[config.mk]
export PLATFORM = sky130hd
export DESIGN_NAME = process_state_table
export DESIGN_NICKNAME = d
export VERILOG_FILES = /design/src/design/pst_pkg.sv /design/src/design/pst_front.sv /design/src/design/pst_queue.sv /design/src/design/pst_back.sv /design/src/design/process_state_table.sv
export VERILOG_INCLUDE_DIRS = /design/src /design/src/design
export SDC_FILE = /design/constraint.sdc
export NUM_CORES = 1
export LEC_CHECK = 0
export ABC_AREA = 1
export BUFFER_PORTS_ARGS = -buffer_cell sky130_fd_sc_hd__clkbuf_2
export CORE_ASPECT_RATIO = 1.2
export CORE_MARGIN = 1.5
export CORE_UTILIZATION = 57
export CTS_BUF_LIST = sky130_fd_sc_hd__clkbuf_8 sky130_fd_sc_hd__clkbuf_16
export DETAILED_ROUTE_END_ITERATION = 6
export PLACE_DENSITY_LB_ADDON = 0.3
export RECOVER_POWER = 50
export SLEW_MARGIN = 20
export SYNTH_ARGS = -nofsm -noshare
export SYNTH_HDL_FRONTEND = slang
export SYNTH_HIERARCHICAL = 1
export SYNTH_SLANG_ARGS = --single-unit
[constraint.sdc]
create_clock -name i_clk -period 3.2 [get_ports i_clk]
set_input_delay 0.96 -clock i_clk [delete_from_list [all_inputs] [get_ports i_clk]]
set_output_delay 0.96 -clock i_clk [all_outputs]
set_load 0.05 [all_outputs]
[src/design/process_state_table_macros.svh]
// Assertion macros used by the process state table engine (pst_back).
`ifndef PROCESS_STATE_TABLE_MACROS_SVH
`define PROCESS_STATE_TABLE_MACROS_SVH

`ifndef ASSERT_OFF
// Check a property on every rising edge, skipped while reset is low.
`define PST_ASSERT(lbl, clk, rst_n, prop, msg) \
    lbl: assert property (@(posedge clk) disable iff (!rst_n) (prop)) else $error(msg);
// Check a property on every rising edge, reset included.
`define PST_ASSERT_ALWAYS(lbl, clk, prop, msg) \
    lbl: assert property (@(posedge clk) (prop)) else $error(msg);
`else
`define PST_ASSERT(lbl, clk, rst_n, prop, msg)
`define PST_ASSERT_ALWAYS(lbl, clk, prop, msg)
`endif

`endif

[src/design/pst_pkg.sv]
// Types and constants shared by the process state table modules.
package pst_pkg;

    localparam logic [2:0] CMD_INSERT = 3'd0;
    localparam logic [2:0] CMD_DELETE = 3'd1;
    localparam logic [2:0] CMD_GET    = 3'd2;
    localparam logic [2:0] CMD_LIST   = 3'd3;
    localparam logic [2:0] CMD_UPDATE = 3'd4;

    localparam logic [3:0] WAITING_RESET = 4'd2;

    localparam int QDEPTH = 4;
    localparam int QAW    = $clog2(QDEPTH);

    typedef enum logic [2:0] {
        OP_INSERT = 3'd0,
        OP_DELETE = 3'd1,
        OP_GET    = 3'd2,
        OP_LIST   = 3'd3,
        OP_UPDATE = 3'd4
    } t_op;

    typedef enum logic [1:0] {
        ST_OK   = 2'd0,
        ST_NONE = 2'd1,
        ST_FULL = 2'd2
    } t_status;

    typedef struct packed {
        t_op         op;
        logic [15:0] id;
        logic [3:0]  sc;
    } t_item;

    typedef struct packed {
        logic  valid;
        t_item item;
    } t_push;

    typedef struct packed {
        t_status     status;
        logic [15:0] id;
        logic [3:0]  state;
        logic        last;
    } t_result;

    typedef struct packed {
        logic [15:0] id;
        logic [3:0]  sc;
    } t_slot;

endpackage

[src/design/pst_front.sv]
// Front end: accepts input transactions, decodes the command, drops unused codes.
module pst_front (
    input  logic            i_valid,
    output logic            o_ready,
    input  logic [2:0]      i_cmd,
    input  logic [15:0]     i_id,
    input  logic [3:0]      i_sc,
    input  logic            i_full,
    output pst_pkg::t_push  o_push
);
    import pst_pkg::*;

    logic known;
    t_op  op;

    always_comb begin
        known = 1'b1;
        op    = OP_INSERT;
        unique case (i_cmd)
            CMD_INSERT: op = OP_INSERT;
            CMD_DELETE: op = OP_DELETE;
            CMD_GET:    op = OP_GET;
            CMD_LIST:   op = OP_LIST;
            CMD_UPDATE: op = OP_UPDATE;
            default:    known = 1'b0;
        endcase
    end

    assign o_ready = !i_full;

    // Unused codes are taken and dropped here; they never reach the table.
    assign o_push.valid   = i_valid && !i_full && known;
    assign o_push.item.op = op;
    assign o_push.item.id = i_id;
    assign o_push.item.sc = i_sc;

endmodule

[src/design/pst_queue.sv]
// Command queue between the front end and the table engine.
module pst_queue (
    input  logic            i_clk,
    input  logic            i_rst_n,
    input  pst_pkg::t_push  i_push,
    input  logic            i_pop,
    output pst_pkg::t_push  o_head,
    output logic            o_full
);
    import pst_pkg::*;

    t_item          r_mem [QDEPTH];
    logic [QAW-1:0] r_rd;
    logic [QAW-1:0] r_wr;
    logic [QAW:0]   r_fill;

    always_ff @(posedge i_clk) begin
        if (!i_rst_n) begin
            r_rd   <= '0;
            r_wr   <= '0;
            r_fill <= '0;
        end else begin
            if (i_push.valid) begin
                r_wr <= r_wr + QAW'(1);
            end
            if (i_pop) begin
                r_rd <= r_rd + QAW'(1);
            end
            unique case ({i_push.valid, i_pop})
                2'b10:   r_fill <= r_fill + (QAW+1)'(1);
                2'b01:   r_fill <= r_fill - (QAW+1)'(1);
                default: r_fill <= r_fill;
            endcase
        end
    end

    always_ff @(posedge i_clk) begin
        if (i_push.valid) begin
            r_mem[r_wr] <= i_push.item;
        end
    end

    assign o_head.valid = (r_fill != '0);
    assign o_head.item  = r_mem[r_rd];
    assign o_full       = (r_fill == (QAW+1)'(QDEPTH));

endmodule

[src/design/pst_back.sv]
// Table engine: entry memory, newest-first scan, compaction on delete, result register.
`include "process_state_table_macros.svh"

module pst_back #(
    parameter int ENTRIES = 16
) (
    input  logic              i_clk,
    input  logic              i_rst_n,
    input  logic [3:0]        i_waiting,
    input  pst_pkg::t_push    i_head,
    output logic              o_pop,
    output logic              o_res_valid,
    output pst_pkg::t_result  o_res,
    input  logic              i_res_ready
);
    import pst_pkg::*;

    localparam int IW = (ENTRIES > 1) ? $clog2(ENTRIES) : 1;
    localparam int CW = $clog2(ENTRIES + 1);

    typedef enum logic [8:0] {
        S_IDLE    = 9'b000000001,
        S_INS     = 9'b000000010,
        S_NONE    = 9'b000000100,
        S_RD      = 9'b000001000,
        S_CHK     = 9'b000010000,
        S_LEND    = 9'b000100000,
        S_SHRD    = 9'b001000000,
        S_SHWR    = 9'b010000000,
        S_DELDONE = 9'b100000000
    } t_bstate;

    t_slot       r_mem [ENTRIES];
    t_slot       r_rdata;

    t_bstate     r_state, n_state;
    logic [IW-1:0] r_idx, n_idx;
    logic [CW-1:0] r_count, n_count;
    logic        r_pend_v, n_pend_v;
    logic [15:0] r_pend_id, n_pend_id;
    t_op         r_cmd;
    logic [15:0] r_id;
    logic [3:0]  r_sc;
    logic        r_ovalid;
    t_result     r_out;

    logic        out_free;
    logic        emit;
    t_result     e_res;
    logic        mem_we;
    logic [IW-1:0] mem_waddr;
    t_slot       mem_wdata;
    logic        rd_en;
    logic [IW-1:0] rd_addr;
    logic        last_idx;

    assign out_free = !r_ovalid || i_res_ready;
    assign last_idx = (r_idx == '0);

    always_comb begin
        n_state   = r_state;
        n_idx     = r_idx;
        n_count   = r_count;
        n_pend_v  = r_pend_v;
        n_pend_id = r_pend_id;
        o_pop     = 1'b0;
        emit      = 1'b0;
        e_res     = '{status: ST_OK, id: r_id, state: 4'd0, last: 1'b1};
        mem_we    = 1'b0;
        mem_waddr = r_idx;
        mem_wdata = r_rdata;
        rd_en     = 1'b0;
        rd_addr   = r_idx;
        unique case (r_state)
            S_IDLE: begin
                if (i_head.valid) begin
                    o_pop    = 1'b1;
                    n_pend_v = 1'b0;
                    if (i_head.item.op == OP_INSERT) begin
                        n_state = S_INS;
                    end else if (r_count == '0) begin
                        n_state = (i_head.item.op == OP_UPDATE) ? S_IDLE : S_NONE;
                    end else begin
                        n_idx   = IW'(r_count - CW'(1));
                        n_state = S_RD;
                    end
                end
            end
            S_INS: begin
                if (out_free) begin
                    emit    = 1'b1;
                    n_state = S_IDLE;
                    if (r_count == CW'(ENTRIES)) begin
                        e_res.status = ST_FULL;
                    end else begin
                        mem_we    = 1'b1;
                        mem_waddr = r_count[IW-1:0];
                        mem_wdata = '{id: r_id, sc: r_sc};
                        n_count   = r_count + CW'(1);
                    end
                end
            end
            S_NONE: begin
                if (out_free) begin
                    emit         = 1'b1;
                    e_res.status = ST_NONE;
                    n_state      = S_IDLE;
                end
            end
            S_RD: begin
                rd_en   = 1'b1;
                n_state = S_CHK;
            end
            S_CHK: begin
                if (r_cmd == OP_LIST) begin
                    // Hold one waiting entry back until the next one shows it is not the last.
                    if (r_rdata.sc == i_waiting && r_pend_v && !out_free) begin
                        n_state = S_CHK;
                    end else begin
                        if (r_rdata.sc == i_waiting) begin
                            if (r_pend_v) begin
                                emit       = 1'b1;
                                e_res.id   = r_pend_id;
                                e_res.last = 1'b0;
                            end
                            n_pend_v  = 1'b1;
                            n_pend_id = r_rdata.id;
                        end
                        if (last_idx) begin
                            n_state = S_LEND;
                        end else begin
                            n_idx   = r_idx - IW'(1);
                            n_state = S_RD;
                        end
                    end
                end else if (r_rdata.id == r_id) begin
                    unique case (r_cmd)
                        OP_GET: begin
                            if (out_free) begin
                                emit        = 1'b1;
                                e_res.state = r_rdata.sc;
                                n_state     = S_IDLE;
                            end
                        end
                        OP_UPDATE: begin
                            mem_we    = 1'b1;
                            mem_wdata = '{id: r_rdata.id, sc: r_sc};
                            n_state   = S_IDLE;
                        end
                        OP_DELETE: begin
                            n_state = (CW'(r_idx) + CW'(1) < r_count) ? S_SHRD : S_DELDONE;
                        end
                        default: n_state = S_IDLE;
                    endcase
                end else if (last_idx) begin
                    n_state = (r_cmd == OP_UPDATE) ? S_IDLE : S_NONE;
                end else begin
                    n_idx   = r_idx - IW'(1);
                    n_state = S_RD;
                end
            end
            S_LEND: begin
                if (out_free) begin
                    emit    = 1'b1;
                    n_state = S_IDLE;
                    if (r_pend_v) begin
                        e_res.id = r_pend_id;
                    end else begin
                        e_res.status = ST_NONE;
                    end
                end
            end
            S_SHRD: begin
                rd_en   = 1'b1;
                rd_addr = r_idx + IW'(1);
                n_state = S_SHWR;
            end
            S_SHWR: begin
                // Move the younger neighbor down one place.
                mem_we  = 1'b1;
                n_idx   = r_idx + IW'(1);
                n_state = (CW'(r_idx) + CW'(2) < r_count) ? S_SHRD : S_DELDONE;
            end
            S_DELDONE: begin
                if (out_free) begin
                    emit    = 1'b1;
                    n_count = r_count - CW'(1);
                    n_state = S_IDLE;
                end
            end
            default: n_state = S_IDLE;
        endcase
    end

    always_ff @(posedge i_clk) begin
        if (!i_rst_n) begin
            r_state  <= S_IDLE;
            r_idx    <= '0;
            r_count  <= '0;
            r_pend_v <= 1'b0;
            r_ovalid <= 1'b0;
        end else begin
            r_state  <= n_state;
            r_idx    <= n_idx;
            r_count  <= n_count;
            r_pend_v <= n_pend_v;
            if (emit) begin
                r_ovalid <= 1'b1;
            end else if (i_res_ready) begin
                r_ovalid <= 1'b0;
            end
        end
    end

    always_ff @(posedge i_clk) begin
        r_pend_id <= n_pend_id;
        if (o_pop) begin
            r_cmd <= i_head.item.op;
            r_id  <= i_head.item.id;
            r_sc  <= i_head.item.sc;
        end
        if (emit) begin
            r_out <= e_res;
        end
    end

    always_ff @(posedge i_clk) begin
        if (mem_we) begin
            r_mem[mem_waddr] <= mem_wdata;
        end
    end

    always_ff @(posedge i_clk) begin
        if (rd_en) begin
            r_rdata <= r_mem[rd_addr];
        end
    end

    assign o_res_valid = r_ovalid;
    assign o_res       = r_out;

    `PST_ASSERT(a_count_bound, i_clk, i_rst_n, r_count <= CW'(ENTRIES), "entry count past depth")
    `PST_ASSERT(a_count_dec, i_clk, i_rst_n, (r_count < $past(r_count)) |-> $past(r_state == S_DELDONE), "count dropped outside delete")
    `PST_ASSERT(a_notlast_list, i_clk, i_rst_n, (r_ovalid && !r_out.last) |-> (r_out.status == ST_OK && r_cmd == OP_LIST), "non-final result outside list")

endmodule

[src/design/process_state_table.sv]
// Top level of the process state table: stream ports, waiting-code register, front, queue, engine.
// Usage:
//   Input stream (i_s_axis_*): one command per transaction; tuser carries the command,
//   tdata the process id and state code. Unused command codes are taken and dropped.
//   Output stream (o_m_axis_*): one result per transaction; tuser carries the status,
//   tdata the id and state, tlast marks the final result of a command.
//   Config: i_cfg_we writes i_cfg_wdata into the waiting code; write only while idle.
// Timing:
//   A command passes through a 4-deep queue, then the engine, which handles one command
//   at a time. Delete, get, update and list scan the entry memory newest first, each
//   entry examined by a registered read, then a compare; delete then moves each younger
//   entry down by a registered read, then a write.
//   List gives one result per waiting entry, each as the scan reaches the next one.
// Reset: the table is emptied and the waiting code set to 2; entry memory is not cleared.
// Stall: while o_m_axis_tvalid waits on i_m_axis_tready the engine holds at its next result;
//   the queue keeps accepting until full, then o_s_axis_tready drops.
module process_state_table #(
    parameter int ENTRIES = 16
) (
    input  logic        i_clk,
    input  logic        i_rst_n,
    input  logic        i_s_axis_tvalid,
    output logic        o_s_axis_tready,
    input  logic [23:0] i_s_axis_tdata,   // [15:0] proc_id, [19:16] state_code, [23:20] zero
    input  logic [2:0]  i_s_axis_tuser,   // [2:0] cmd
    output logic        o_m_axis_tvalid,
    input  logic        i_m_axis_tready,
    output logic [23:0] o_m_axis_tdata,   // [15:0] out_id, [19:16] out_state, [23:20] zero
    output logic [1:0]  o_m_axis_tuser,   // [1:0] status
    output logic        o_m_axis_tlast,
    input  logic        i_cfg_we,
    input  logic [3:0]  i_cfg_wdata
);
    import pst_pkg::*;

    logic [3:0] r_waiting_code;
    t_push      push;
    t_push      head;
    logic       q_full;
    logic       pop;
    logic       res_valid;
    t_result    res;

    always_ff @(posedge i_clk) begin
        if (!i_rst_n) begin
            r_waiting_code <= WAITING_RESET;
        end else if (i_cfg_we) begin
            r_waiting_code <= i_cfg_wdata;
        end
    end

    pst_front u_front (
        .i_valid (i_s_axis_tvalid),
        .o_ready (o_s_axis_tready),
        .i_cmd   (i_s_axis_tuser),
        .i_id    (i_s_axis_tdata[15:0]),
        .i_sc    (i_s_axis_tdata[19:16]),
        .i_full  (q_full),
        .o_push  (push)
    );

    pst_queue u_queue (
        .i_clk   (i_clk),
        .i_rst_n (i_rst_n),
        .i_push  (push),
        .i_pop   (pop),
        .o_head  (head),
        .o_full  (q_full)
    );

    pst_back #(
        .ENTRIES (ENTRIES)
    ) u_back (
        .i_clk       (i_clk),
        .i_rst_n     (i_rst_n),
        .i_waiting   (r_waiting_code),
        .i_head      (head),
        .o_pop       (pop),
        .o_res_valid (res_valid),
        .o_res       (res),
        .i_res_ready (i_m_axis_tready)
    );

    assign o_m_axis_tvalid = res_valid;
    assign o_m_axis_tdata  = {4'd0, res.state, res.id};
    assign o_m_axis_tuser  = res.status;
    assign o_m_axis_tlast  = res.last;

endmodule

Yosys cells after proc, flatten, opt, wreduce, memory -nomap -nowiden

Memories as Yosys holds them, arrays and structs flattened. A register that Yosys moved wholly into a read port is not among the register bits.
Index checks and enable logic that the tools add are counted.

Flip-flop bits (word level): 93
Memories: 2
Bits in writable memories: 412
Input port bits: 36
Logic and storage cells: 182
Output and inout bits: 29

Memory list:

| name          | depth | width | rd ports | clocked after Yosys merged registers in | wr ports | RTL line        | RTL |
|---|---|---|---|---|---|---|---|
| u_back.r_mem  | 16    | 20    | 1        | 1                                       | 1        | pst_back.sv:33  | `t_slot r_mem [ENTRIES];` |
| u_queue.r_mem | 4     | 23    | 1        | 1                                       | 1        | pst_queue.sv:12 | `t_item r_mem [QDEPTH];` |

Reductions and logical operators: 27
Magnitude comparators: 2
$add $sub $neg: 10
Muxes and demuxes: 82
Eq/ne operators: 35
Bitwise gates (word level): 7

Operator list:

| kind                                                                   | number |
|---|---|
| 9-bit two-way mux                                                      | 10 |
| 16-bit two-way mux                                                     | 4 |
| 4-bit two-way mux                                                      | 14 |
| 9-bit one-hot mux with 6 select lines                                  | 1 |
| 20-bit two-way mux                                                     | 2 |
| 20-bit one-hot mux with 2 select lines                                 | 1 |
| 16-bit one-hot mux with 2 select lines                                 | 1 |
| 1-bit two-way mux                                                      | 29 |
| 9-bit one-hot mux with 2 select lines                                  | 1 |
| 17-bit two-way mux                                                     | 1 |
| 16-bit equality test                                                   | 1 |
| 5-bit two-way mux                                                      | 3 |
| 3-bit by 2-bit equality test with 1-bit output (second input constant) | 4 |
| 3-bit equality test (second input constant)                            | 4 |
| 3-bit one-hot mux with 4 select lines                                  | 1 |
| 4-bit one-hot mux with 3 select lines                                  | 1 |
| 5-bit less-than comparator                                             | 2 |
| 2-bit != test (second input constant)                                  | 5 |
| 5-bit one-hot mux with 2 select lines                                  | 1 |
| 5-bit OR reduction                                                     | 2 |
| 9-bit by 1-bit equality test with 1-bit output (second input constant) | 1 |
| 9-bit by 2-bit equality test with 1-bit output (second input constant) | 1 |
| 9-bit by 3-bit equality test with 1-bit output (second input constant) | 1 |
| 9-bit by 4-bit equality test with 1-bit output (second input constant) | 1 |
| 43 further kinds                                                       | 71 |

Depth between registers and ports, before layout

Gate-level depths: netlist of run 1.

Word-level depth: 8
Mapped depth: 14
Mapped depth without buffers: 14

By module

Netlist of run 1, hierarchy kept.

By module, submodules not included:

| module              | area each (um2) | times used | cells an instance | sequential area each (um2) |
|---|---|---|---|---|
| pst_back            | 19,850.3        | 1          | 2,030             | 12,472.0 |
| pst_queue           | 4,184.0         | 1          | 281               | 2,942.8 |
| process_state_table | 197.7           | 1          | 29                | 80.1 |
| pst_front           | 197.7           | 1          | 31                | 0.0 |

Least setup slack after synthesis of run 1

No wires, ideal clock.

Path type: input to register
Start: in i_m_axis_tready
End: mem u_back/r_mem[0][0] (netlist name), enable pin
Buffers on the path: 1
Data arrival time: 2,907 ps
Stages: 8
Data required time: 2,803 ps
Setup time: 397 ps
Path slack: -104 ps
Cell sequence: nor2_2 inv_1 nand4_2 buf_2 nand2_1 o21ai_0 nand2_1 nor2_1

Cells in the longest elaborated chain, start to end: 5
Elaborated cells between the ends (all ways): 7
Those cells by class: 6 x mux; 1 x reduce/logical

RTL lines:

| item                                    | RTL line                  | RTL |
|---|---|---|
| start: declaration                      | process_state_table.sv:27 | `input logic i_m_axis_tready,` |
| 1-bit logical OR *                      | pst_back.sv:57            | `assign out_free = !r_ovalid \|\| i_res_ready;` |
| 1-bit two-way mux                       | pst_back.sv:90            | `if (out_free) begin` |
| 1-bit one-hot mux with 3 select lines   | pst_back.sv:74            | `unique case (r_state)` |
| 1-bit two-way mux                       | pst_back.sv:228           | `if (mem_we) begin` |
| 1-bit two-way mux (not written as such) | pst_back.sv:229           | `r_mem[mem_waddr] <= mem_wdata;` |
| end: declaration                        | pst_back.sv:33            |  |

Mark *: on every way between the ends. The rest lies on a longest branch, timed or not.

==> impl_metrics.prom, run 1 <==
# TYPE chip_impl_metric gauge
chip_impl_info{name="status",value="finished, violations left"} 1
chip_impl_info{name="violations",value="max-capacitance violations, max-slew violations"} 1
chip_impl_info{name="synth_largest_area_cell",value="edfxtp_1"} 1
chip_impl_metric{name="final_wirelength",unit="mm"} 56.8
chip_impl_metric{name="cellLeakagePower",unit="nW"} 11.1
chip_impl_metric{name="switching_part_of_the_total_power",unit=""} 0.358
chip_impl_metric{name="routed_wire_length_per_instance",unit="um"} 18.8
chip_impl_metric{name="rows",unit=""} 82
chip_impl_metric{name="yosysWarnings",unit=""} 6
chip_impl_metric{name="drt_first_pass_iters",unit=""} 6
chip_impl_metric{name="yosys.area_share.xor_xnor",unit=""} 0.00430
chip_impl_metric{name="cts_setup_buffers",unit=""} 0
chip_impl_info{name="worst_setup_path_class",value="flop to flop"} 1
chip_impl_metric{name="powerDensity",unit="nW/um^2"} 797
chip_impl_metric{name="numCtsBuffers",unit=""} 50
chip_impl_metric{name="share_of_synthesized_cell_area_in_and_or_nand_and_nor_gates",unit=""} 0.195
chip_impl_metric{name="net_count_of_the_finished_layout",unit=""} 2497
chip_impl_metric{name="clkLatencyLatePin",unit="ns"} 0.59
chip_impl_metric{name="worstMarginPinSlew",unit="ns"} 1.53
chip_impl_metric{name="fillerInstances",unit=""} 3165
chip_impl_metric{name="synthAdderAreaFrac",unit=""} 0.0111
chip_impl_metric{name="sequentialPowerShare",unit=""} 0.390
chip_impl_info{name="rsz0062_at_grt",value="false"} 1
chip_impl_metric{name="floorplan.initialDensity",unit=""} 0.581
chip_impl_metric{name="grt_pass1_wl",unit="mm"} 89.3
chip_impl_metric{name="setup_viol",unit=""} 0
chip_impl_metric{name="pwr-share-clk",unit=""} 0.289
chip_impl_info{name="tritoncts",value="done"} 1
chip_impl_metric{name="routabilityCongestion",unit=""} 0.902
chip_impl_metric{name="dpl-instance-area",unit="sq um"} 25500
chip_impl_metric{name="io_buffers",unit=""} 56
chip_impl_metric{name="die_area",unit="sq um"} 44100
chip_impl_metric{name="critical_path_peak_fanout",unit=""} 33
chip_impl_metric{name="synthesis.area",unit="sq um"} 24400
chip_impl_metric{name="switching_power",unit="mW"} 7.73
chip_impl_metric{name="area_growth",unit="%"} 10.8
chip_impl_metric{name="design.core.area",unit="sq um"} 42100
chip_impl_metric{name="die_height",unit="um"} 230
chip_impl_metric{name="cts.clk_slew.worst_paths",unit="ns"} 0.06
chip_impl_metric{name="internal_dissipation",unit="mW"} 13.8
chip_impl_metric{name="finalCoreUtilization",unit=""} 0.643
chip_impl_info{name="worst_setup_path_end_kind",value="flop"} 1
chip_impl_metric{name="antenna_found_initial",unit=""} 1
chip_impl_metric{name="synth.mux.area_fraction",unit=""} 0
chip_impl_metric{name="clock.fmax",unit="MHz"} 334
chip_impl_metric{name="grtUsageTotal",unit=""} 0.263
chip_impl_info{name="crit_path_start_kind",value="flop"} 1
chip_impl_metric{name="cts_repair_resize_count",unit=""} 0
chip_impl_metric{name="cts_buffer_depth",unit=""} 3
chip_impl_metric{name="vias_per_cell",unit=""} 5.62
chip_impl_metric{name="final-max-slew-violation-count",unit=""} 48
chip_impl_info{name="yosys_most_used_dff",value="edfxtp_1"} 1
chip_impl_info{name="synth.top_cells.by_count",value="edfxtp_1, nand2_1, nand3_1"} 1
chip_impl_metric{name="dp_hpwl",unit="mm"} 36.3
chip_impl_info{name="yosysMostFrequentCell",value="edfxtp_1"} 1
chip_impl_metric{name="synth_seq_area_share",unit=""} 0.634
chip_impl_info{name="cts_root_buf",value="clkbuf_16"} 1
chip_impl_metric{name="syn_avg_cell_area",unit="sq um"} 10.3
chip_impl_metric{name="syn_inst",unit=""} 2371
chip_impl_metric{name="htree_num_levels",unit=""} 2
chip_impl_metric{name="share_comb_of_total_power",unit=""} 0.321
chip_impl_metric{name="compound_gate_portion_of_the_synthesized_area",unit=""} 0.0541
chip_impl_metric{name="clock_skew",unit="ns"} 0.0302
chip_impl_metric{name="vias",unit=""} 17000
chip_impl_metric{name="critPathArrivalTime",unit="ns"} 3.27
chip_impl_metric{name="grt_pass1_vias",unit=""} 16600
chip_impl_info{name="min-delay-path-class",value="flop to flop"} 1
chip_impl_metric{name="drtIter0Drc",unit=""} 1699
chip_impl_metric{name="post-route-period-util",unit=""} 0.935
chip_impl_metric{name="fraction_of_registers_with_async_set_reset",unit=""} 0
chip_impl_metric{name="postLayoutCellArea",unit="sq um"} 27100
chip_impl_info{name="yosys-top-cells-area",value="edfxtp_1, nand3_1, nand2_1, inv_1, dfxtp_1"} 1
chip_impl_metric{name="cp.required",unit="ns"} 3.47
chip_impl_info{name="combinational_family_with_the_most_area_after_synthesis",value="simple AND/OR/NAND/NOR gates"} 1
chip_impl_metric{name="boundaryPins",unit=""} 65
chip_impl_metric{name="drc",unit=""} 0
chip_impl_metric{name="cts-hold-fix-buffers",unit=""} 0
chip_impl_metric{name="antenna_left",unit=""} 0
chip_impl_metric{name="clkSinkCount",unit=""} 527
chip_impl_metric{name="antenna_cells",unit=""} 0
chip_impl_metric{name="fraction_of_final_layout_cells_sized_beyond_drive_strength_1",unit=""} 0.100
chip_impl_metric{name="timing.max_cap.violations",unit=""} 2
chip_impl_metric{name="grt_start_max_net_pins",unit=""} 81
chip_impl_metric{name="synth_edf_count",unit=""} 494
chip_impl_metric{name="fraction_of_post_synthesis_cell_area_in_the_top_cell_type_by_area",unit=""} 0.607
chip_impl_metric{name="die_x",unit="um"} 192
chip_impl_metric{name="ys_ff_latch",unit=""} 527
chip_impl_metric{name="vdd_ir_drop_max",unit="V"} 0.000528
chip_impl_metric{name="min_period",unit="ns"} 2.99
chip_impl_metric{name="slew_headroom",unit=""} -0.0223
chip_impl_metric{name="timing_hold_violations_final",unit=""} 0
chip_impl_metric{name="synth_cell_type_count",unit=""} 48
chip_impl_metric{name="gr-total-overflow",unit=""} 0
## worst paths after layout
path	from	to	slack, ns	cells past startpoint
min	r_waiting_code[2]$_SDFFE_PN0P_	r_waiting_code[2]$_SDFFE_PN0P_	0.49	2
min reg2reg	r_waiting_code[2]$_SDFFE_PN0P_	r_waiting_code[2]$_SDFFE_PN0P_	0.49	2
max	u_back/r_count[1]$_SDFFE_PN0P_	u_back/r_mem[5][6]$_DFFE_PP_	0.21	7
max reg2reg	u_back/r_count[1]$_SDFFE_PN0P_	u_back/r_mem[5][6]$_DFFE_PP_	0.21	7
## power by group through the flow
stage               combinational (mW)  clock (mW)  sequential, mW
CTS                               6.94        6.29            8.41
floorplan                         4.94           0            8.49
global placement                  6.69           0            8.55
detailed placement                6.87           0            8.56
finish                            6.92        6.23            8.42
global route                      7.54        6.56            8.46
## metrics by stage
step | setup TNS, ns | total power, mW | setup WS [ns] | hold WS [ns] | instances
4_1_cts | 0 | 21.6 | 0.328 | 0.486 | 3026
2_1_floorplan | -25.47 | 13.4 | -0.104 | 0.412 | 2374
3_5_place_dp | 0 | 15.4 | 0.210 | 0.478 | 2934
6_report | 0 | 21.6 | 0.208 | 0.487 | 3026
3_3_place_gp | 0 | 15.2 | 0.245 | 0.427 | 2934
5_1_grt | 0 | 22.6 | 0.0566 | 0.501 | 3026
## cells in the final DEF, fill, tap and decap left out, types with 37 or more instances in the layout
| cell | netlist | routed |
|---|---|---|
| nand2_1 | 439 | 437 |
| clkbuf_16 | 0 | 51 |
| edfxtp_1 | 494 | 494 |
| nand3_1 | 415 | 413 |
| clkbuf_1 | 35 | 66 |
| a21oi_1 | 36 | 37 |
| nor2_1 | 113 | 97 |
| buf_4 | 25 | 43 |
| inv_1 | 407 | 418 |
| o21ai_0 | 105 | 112 |
## worst max-delay path: stages (launching register included)
cell	delay, ns
dfxtp_1	0.43
inv_1	0.14
ha_1	0.26
nand4_1	0.20
nand4_2	0.29
clkbuf_2	0.44
o21ai_0	0.30
clkbuf_1	0.62
## cell families after synthesis
family / count (synthesis)
simple gates: 1050
buf+inv: 551
flops: 527
fa+ha+maj: 21
compound gates: 209
xor+xnor: 12
other cells: 1
## cell type report
| type | count | area (sq um) | share of cell area |
|---|---|---|---|
| clock buffers | 51 | 1280 | 0.0472 |
| clock inverters | 41 | 472 | 0.0174 |
| inverters | 421 | 1590 | 0.0588 |
| multi-input cells | 1296 | 6490 | 0.240 |
| flip-flops and latches | 527 | 15500 | 0.572 |
| well taps | 546 | 683 | 0.0252 |
| repair buffers | 144 | 1060 | 0.0392 |
## sequential cells by signal, summed over array words and instances, names as in the netlist, named ones only
| register | count |
|---|---|
| r_waiting_code | 4 |
| u_back/r_state | 9 |
| u_back/r_sc | 4 |
| u_back/r_rdata | 20 |
| u_back/r_id | 16 |
| u_queue/r_fill | 3 |
| u_back/r_mem | 320 |
| u_queue/r_wr | 2 |
| u_back/r_pend_v | 1 |
| u_back/r_pend_id | 16 |
| u_queue/r_mem | 92 |
| u_back/o_res | 23 |
| u_back/r_count | 5 |
| u_back/r_cmd | 3 |
| u_back/r_idx | 4 |
| u_queue/r_rd | 2 |
| u_back/o_res_valid | 1 |
## metal layers
metal | up-vias | track usage | share of wire
met1 | 8099 | 0.336 | 0.39
met2 | 725 | 0.455 | 0.51
met4 | 2 | 0.108 | 0.037
met5 | - | 0 | 0.00014
met3 | 146 | 0.0310 | 0.067
li1 | 8026 | - | -
No activity file was read; power rests on OpenSTA's default activity.
==> run 2, diff against run 1 <==
--- a/config.mk
+++ b/config.mk
@@ -9,7 +9,6 @@
 export ABC_AREA = 1
 export BUFFER_PORTS_ARGS = -buffer_cell sky130_fd_sc_hd__clkbuf_2
 export CORE_ASPECT_RATIO = 1.2
-export CORE_MARGIN = 1.5
 export CORE_UTILIZATION = 57
 export CTS_BUF_LIST = sky130_fd_sc_hd__clkbuf_8 sky130_fd_sc_hd__clkbuf_16
 export DETAILED_ROUTE_END_ITERATION = 6
==> impl_metrics.prom, run 2 (synthesis results as in run 1) <==
# TYPE chip_impl_metric gauge
chip_impl_info{name="status",value="finished, violations left"} 1
chip_impl_info{name="violations",value="max-capacitance violations, max-slew violations"} 1
chip_impl_metric{name="grtUsageTotal",unit=""} 0.267
chip_impl_metric{name="met1_length",unit="mm"} 22.0
chip_impl_metric{name="postLayoutCellArea",unit="sq um"} 26900
chip_impl_metric{name="antenna_cells",unit=""} 0
chip_impl_metric{name="htree_num_levels",unit=""} 2
chip_impl_metric{name="area_growth",unit="%"} 10.3
chip_impl_metric{name="fin_tns_setup",unit="ns"} 0
chip_impl_info{name="tritoncts",value="done"} 1
chip_impl_metric{name="setup_viol",unit=""} 0
chip_impl_metric{name="cts_buffer_depth",unit=""} 3
chip_impl_info{name="path_cells",value="inv_1 -> ha_1 -> nand4_1 -> nand4_2 -> o21ai_0 -> nand3_1 -> nor2_2 -> buf_12"} 1
chip_impl_metric{name="powerDensity",unit="nW/um^2"} 786
chip_impl_info{name="highest-signal-layer",value="met4"} 1
chip_impl_metric{name="fraction_of_final_layout_cells_sized_beyond_drive_strength_1",unit=""} 0.0939
chip_impl_metric{name="vdd_ir_drop_max",unit="V"} 0.000549
chip_impl_metric{name="cts-hold-fix-buffers",unit=""} 0
chip_impl_metric{name="largest_reg_flops",unit=""} 320
chip_impl_metric{name="die_area",unit="sq um"} 43700
chip_impl_metric{name="worstMarginPinSlew",unit="ns"} 1.55
chip_impl_metric{name="die_height",unit="um"} 229
chip_impl_metric{name="numCtsBuffers",unit=""} 49
chip_impl_metric{name="clock_skew",unit="ns"} 0.0183
chip_impl_metric{name="drt_first_pass_iters",unit=""} 7
chip_impl_metric{name="met3RoutedLength",unit="mm"} 3.50
chip_impl_metric{name="post-route-period-util",unit=""} 0.919
chip_impl_metric{name="cp.required",unit="ns"} 3.46
chip_impl_metric{name="routabilityCongestion",unit=""} 0.894
chip_impl_metric{name="min_period",unit="ns"} 2.94
chip_impl_metric{name="grt_pass1_wl",unit="mm"} 89.9
chip_impl_metric{name="timing.max_cap.violations",unit=""} 3
chip_impl_metric{name="antenna_left",unit=""} 0
chip_impl_metric{name="design.core.area",unit="sq um"} 42100
chip_impl_metric{name="grt_pass1_vias",unit=""} 16800
chip_impl_info{name="top_register",value="u_back/r_mem"} 1
chip_impl_metric{name="dpl-instance-area",unit="sq um"} 25600
chip_impl_metric{name="timing_hold_violations_final",unit=""} 0
chip_impl_metric{name="final-max-slew-violation-count",unit=""} 47
chip_impl_metric{name="vias",unit=""} 17000
chip_impl_info{name="cts_root_buf",value="clkbuf_16"} 1
chip_impl_metric{name="clock.fmax",unit="MHz"} 340
chip_impl_metric{name="io_buffers",unit=""} 56
chip_impl_info{name="rsz0062_at_grt",value="false"} 1
chip_impl_metric{name="vias_per_cell",unit=""} 5.60
chip_impl_metric{name="cts_setup_buffers",unit=""} 0
chip_impl_metric{name="cts_repair_resize_count",unit=""} 0
chip_impl_metric{name="cts.clk_slew.worst_paths",unit="ns"} 0.06
chip_impl_info{name="mostFrequentLayoutCells",value="edfxtp_1, nand2_1, inv_1"} 1
chip_impl_metric{name="hold_slack",unit="ns"} 0.456
chip_impl_info{name="worst_setup_path_end_kind",value="flop"} 1
chip_impl_metric{name="net_count_of_the_finished_layout",unit=""} 2500
chip_impl_metric{name="critPathArrivalTime",unit="ns"} 3.21
chip_impl_metric{name="route.met2.wl",unit="mm"} 28.9
chip_impl_metric{name="drtIter0Drc",unit=""} 1952
chip_impl_metric{name="drc",unit=""} 0
chip_impl_metric{name="die_x",unit="um"} 191
chip_impl_metric{name="final_wirelength",unit="mm"} 56.8
chip_impl_metric{name="slowest_delay",unit="ns"} 0.48
chip_impl_metric{name="clkLatencyLatePin",unit="ns"} 0.57
chip_impl_metric{name="routed_wire_length_per_instance",unit="um"} 18.8
chip_impl_metric{name="rows",unit=""} 82
chip_impl_metric{name="floorplan.initialDensity",unit=""} 0.581
chip_impl_info{name="mostFrequentLayoutCell",value="edfxtp_1"} 1
chip_impl_info{name="worst_setup_path_class",value="flop to flop"} 1
chip_impl_metric{name="grt_start_max_net_pins",unit=""} 81
chip_impl_metric{name="antenna_found_initial",unit=""} 0
chip_impl_metric{name="cellLeakagePower",unit="nW"} 11.1
chip_impl_metric{name="gr-total-overflow",unit=""} 0
chip_impl_metric{name="boundaryPins",unit=""} 65
chip_impl_info{name="crit_path_start_kind",value="flop"} 1
chip_impl_metric{name="clkSinkCount",unit=""} 527
chip_impl_info{name="cell_type_of_the_slowest_stage_on_the_worst_timing_path",value="o21ai_0"} 1
chip_impl_metric{name="dp_hpwl",unit="mm"} 36.5
chip_impl_info{name="min-delay-path-class",value="flop to flop"} 1
chip_impl_metric{name="critical_path_peak_fanout",unit=""} 20
chip_impl_metric{name="slew_headroom",unit=""} -0.0362
==> run 2: layout make-up <==
cell class / instances / area (sq um)
Clock buffer: 51 / 1260
Multi-Input combinational cell: 1296 / 6460
Inverter: 421 / 1590
Fill cell: 3209 / 15100
Sequential cell: 527 / 15500
Tap cell: 546 / 683
Timing Repair Buffer: 148 / 1090
Clock inverter: 39 / 349
==> run 2: per-stage QoR <==
step | power, mW | std cells | setup WS, ns | util
2_1_floorplan | 13.4 | 2374 | -0.104 | -
5_1_grt | 22.2 | 3028 | 0.131 | 0.640
4_1_cts | 21.3 | 3028 | 0.276 | 0.646
6_report | 21.2 | 3028 | 0.258 | 0.640
3_3_place_gp | 15.3 | 2938 | 0.241 | 0.608
3_5_place_dp | 15.5 | 2938 | 0.136 | 0.608
==> run 2: critical path, delay by kind of cell (launching register included) <==
kind                       cells  cell delay (ns)
and+or+nand+nor                4             1.08
AOI/OAI and AO/OA              1             0.48
DFF                            1             0.45
buffers and inverters          2             0.37
adders and majority gates      1             0.26
==> run 2: power breakdown <==
group | switching (mW) | total, mW | internal, mW
Clock | 2.42 | 5.83 | 3.41
Combinational | 4.88 | 6.91 | 2.03
Sequential | 0.334 | 8.44 | 8.11
Total | 7.64 | 21.2 | 13.5
==> run 2: layer usage <==
layer,GRT usage,vias up
li1,-,8013
met2,0.459,707
met5,0,-
met4,0.114,0
met3,0.0367,148
met1,0.335,8102
==> run 2: worst paths after layout <==
kind | startpoint | to | slack [ns] | depth (start not counted)
max | u_back/r_count[1]$_SDFFE_PN0P_ | u_back/r_mem[4][4]$_DFFE_PP_ | 0.26 | 8
min | u_queue/r_rd[1]$_SDFFE_PN0P_ | flop | 0.46 | 1
max reg2reg | u_back/r_count[1]$_SDFFE_PN0P_ | u_back/r_mem[4][4]$_DFFE_PP_ | 0.26 | 8
min reg2reg | u_queue/r_rd[1]$_SDFFE_PN0P_ | flop | 0.46 | 1
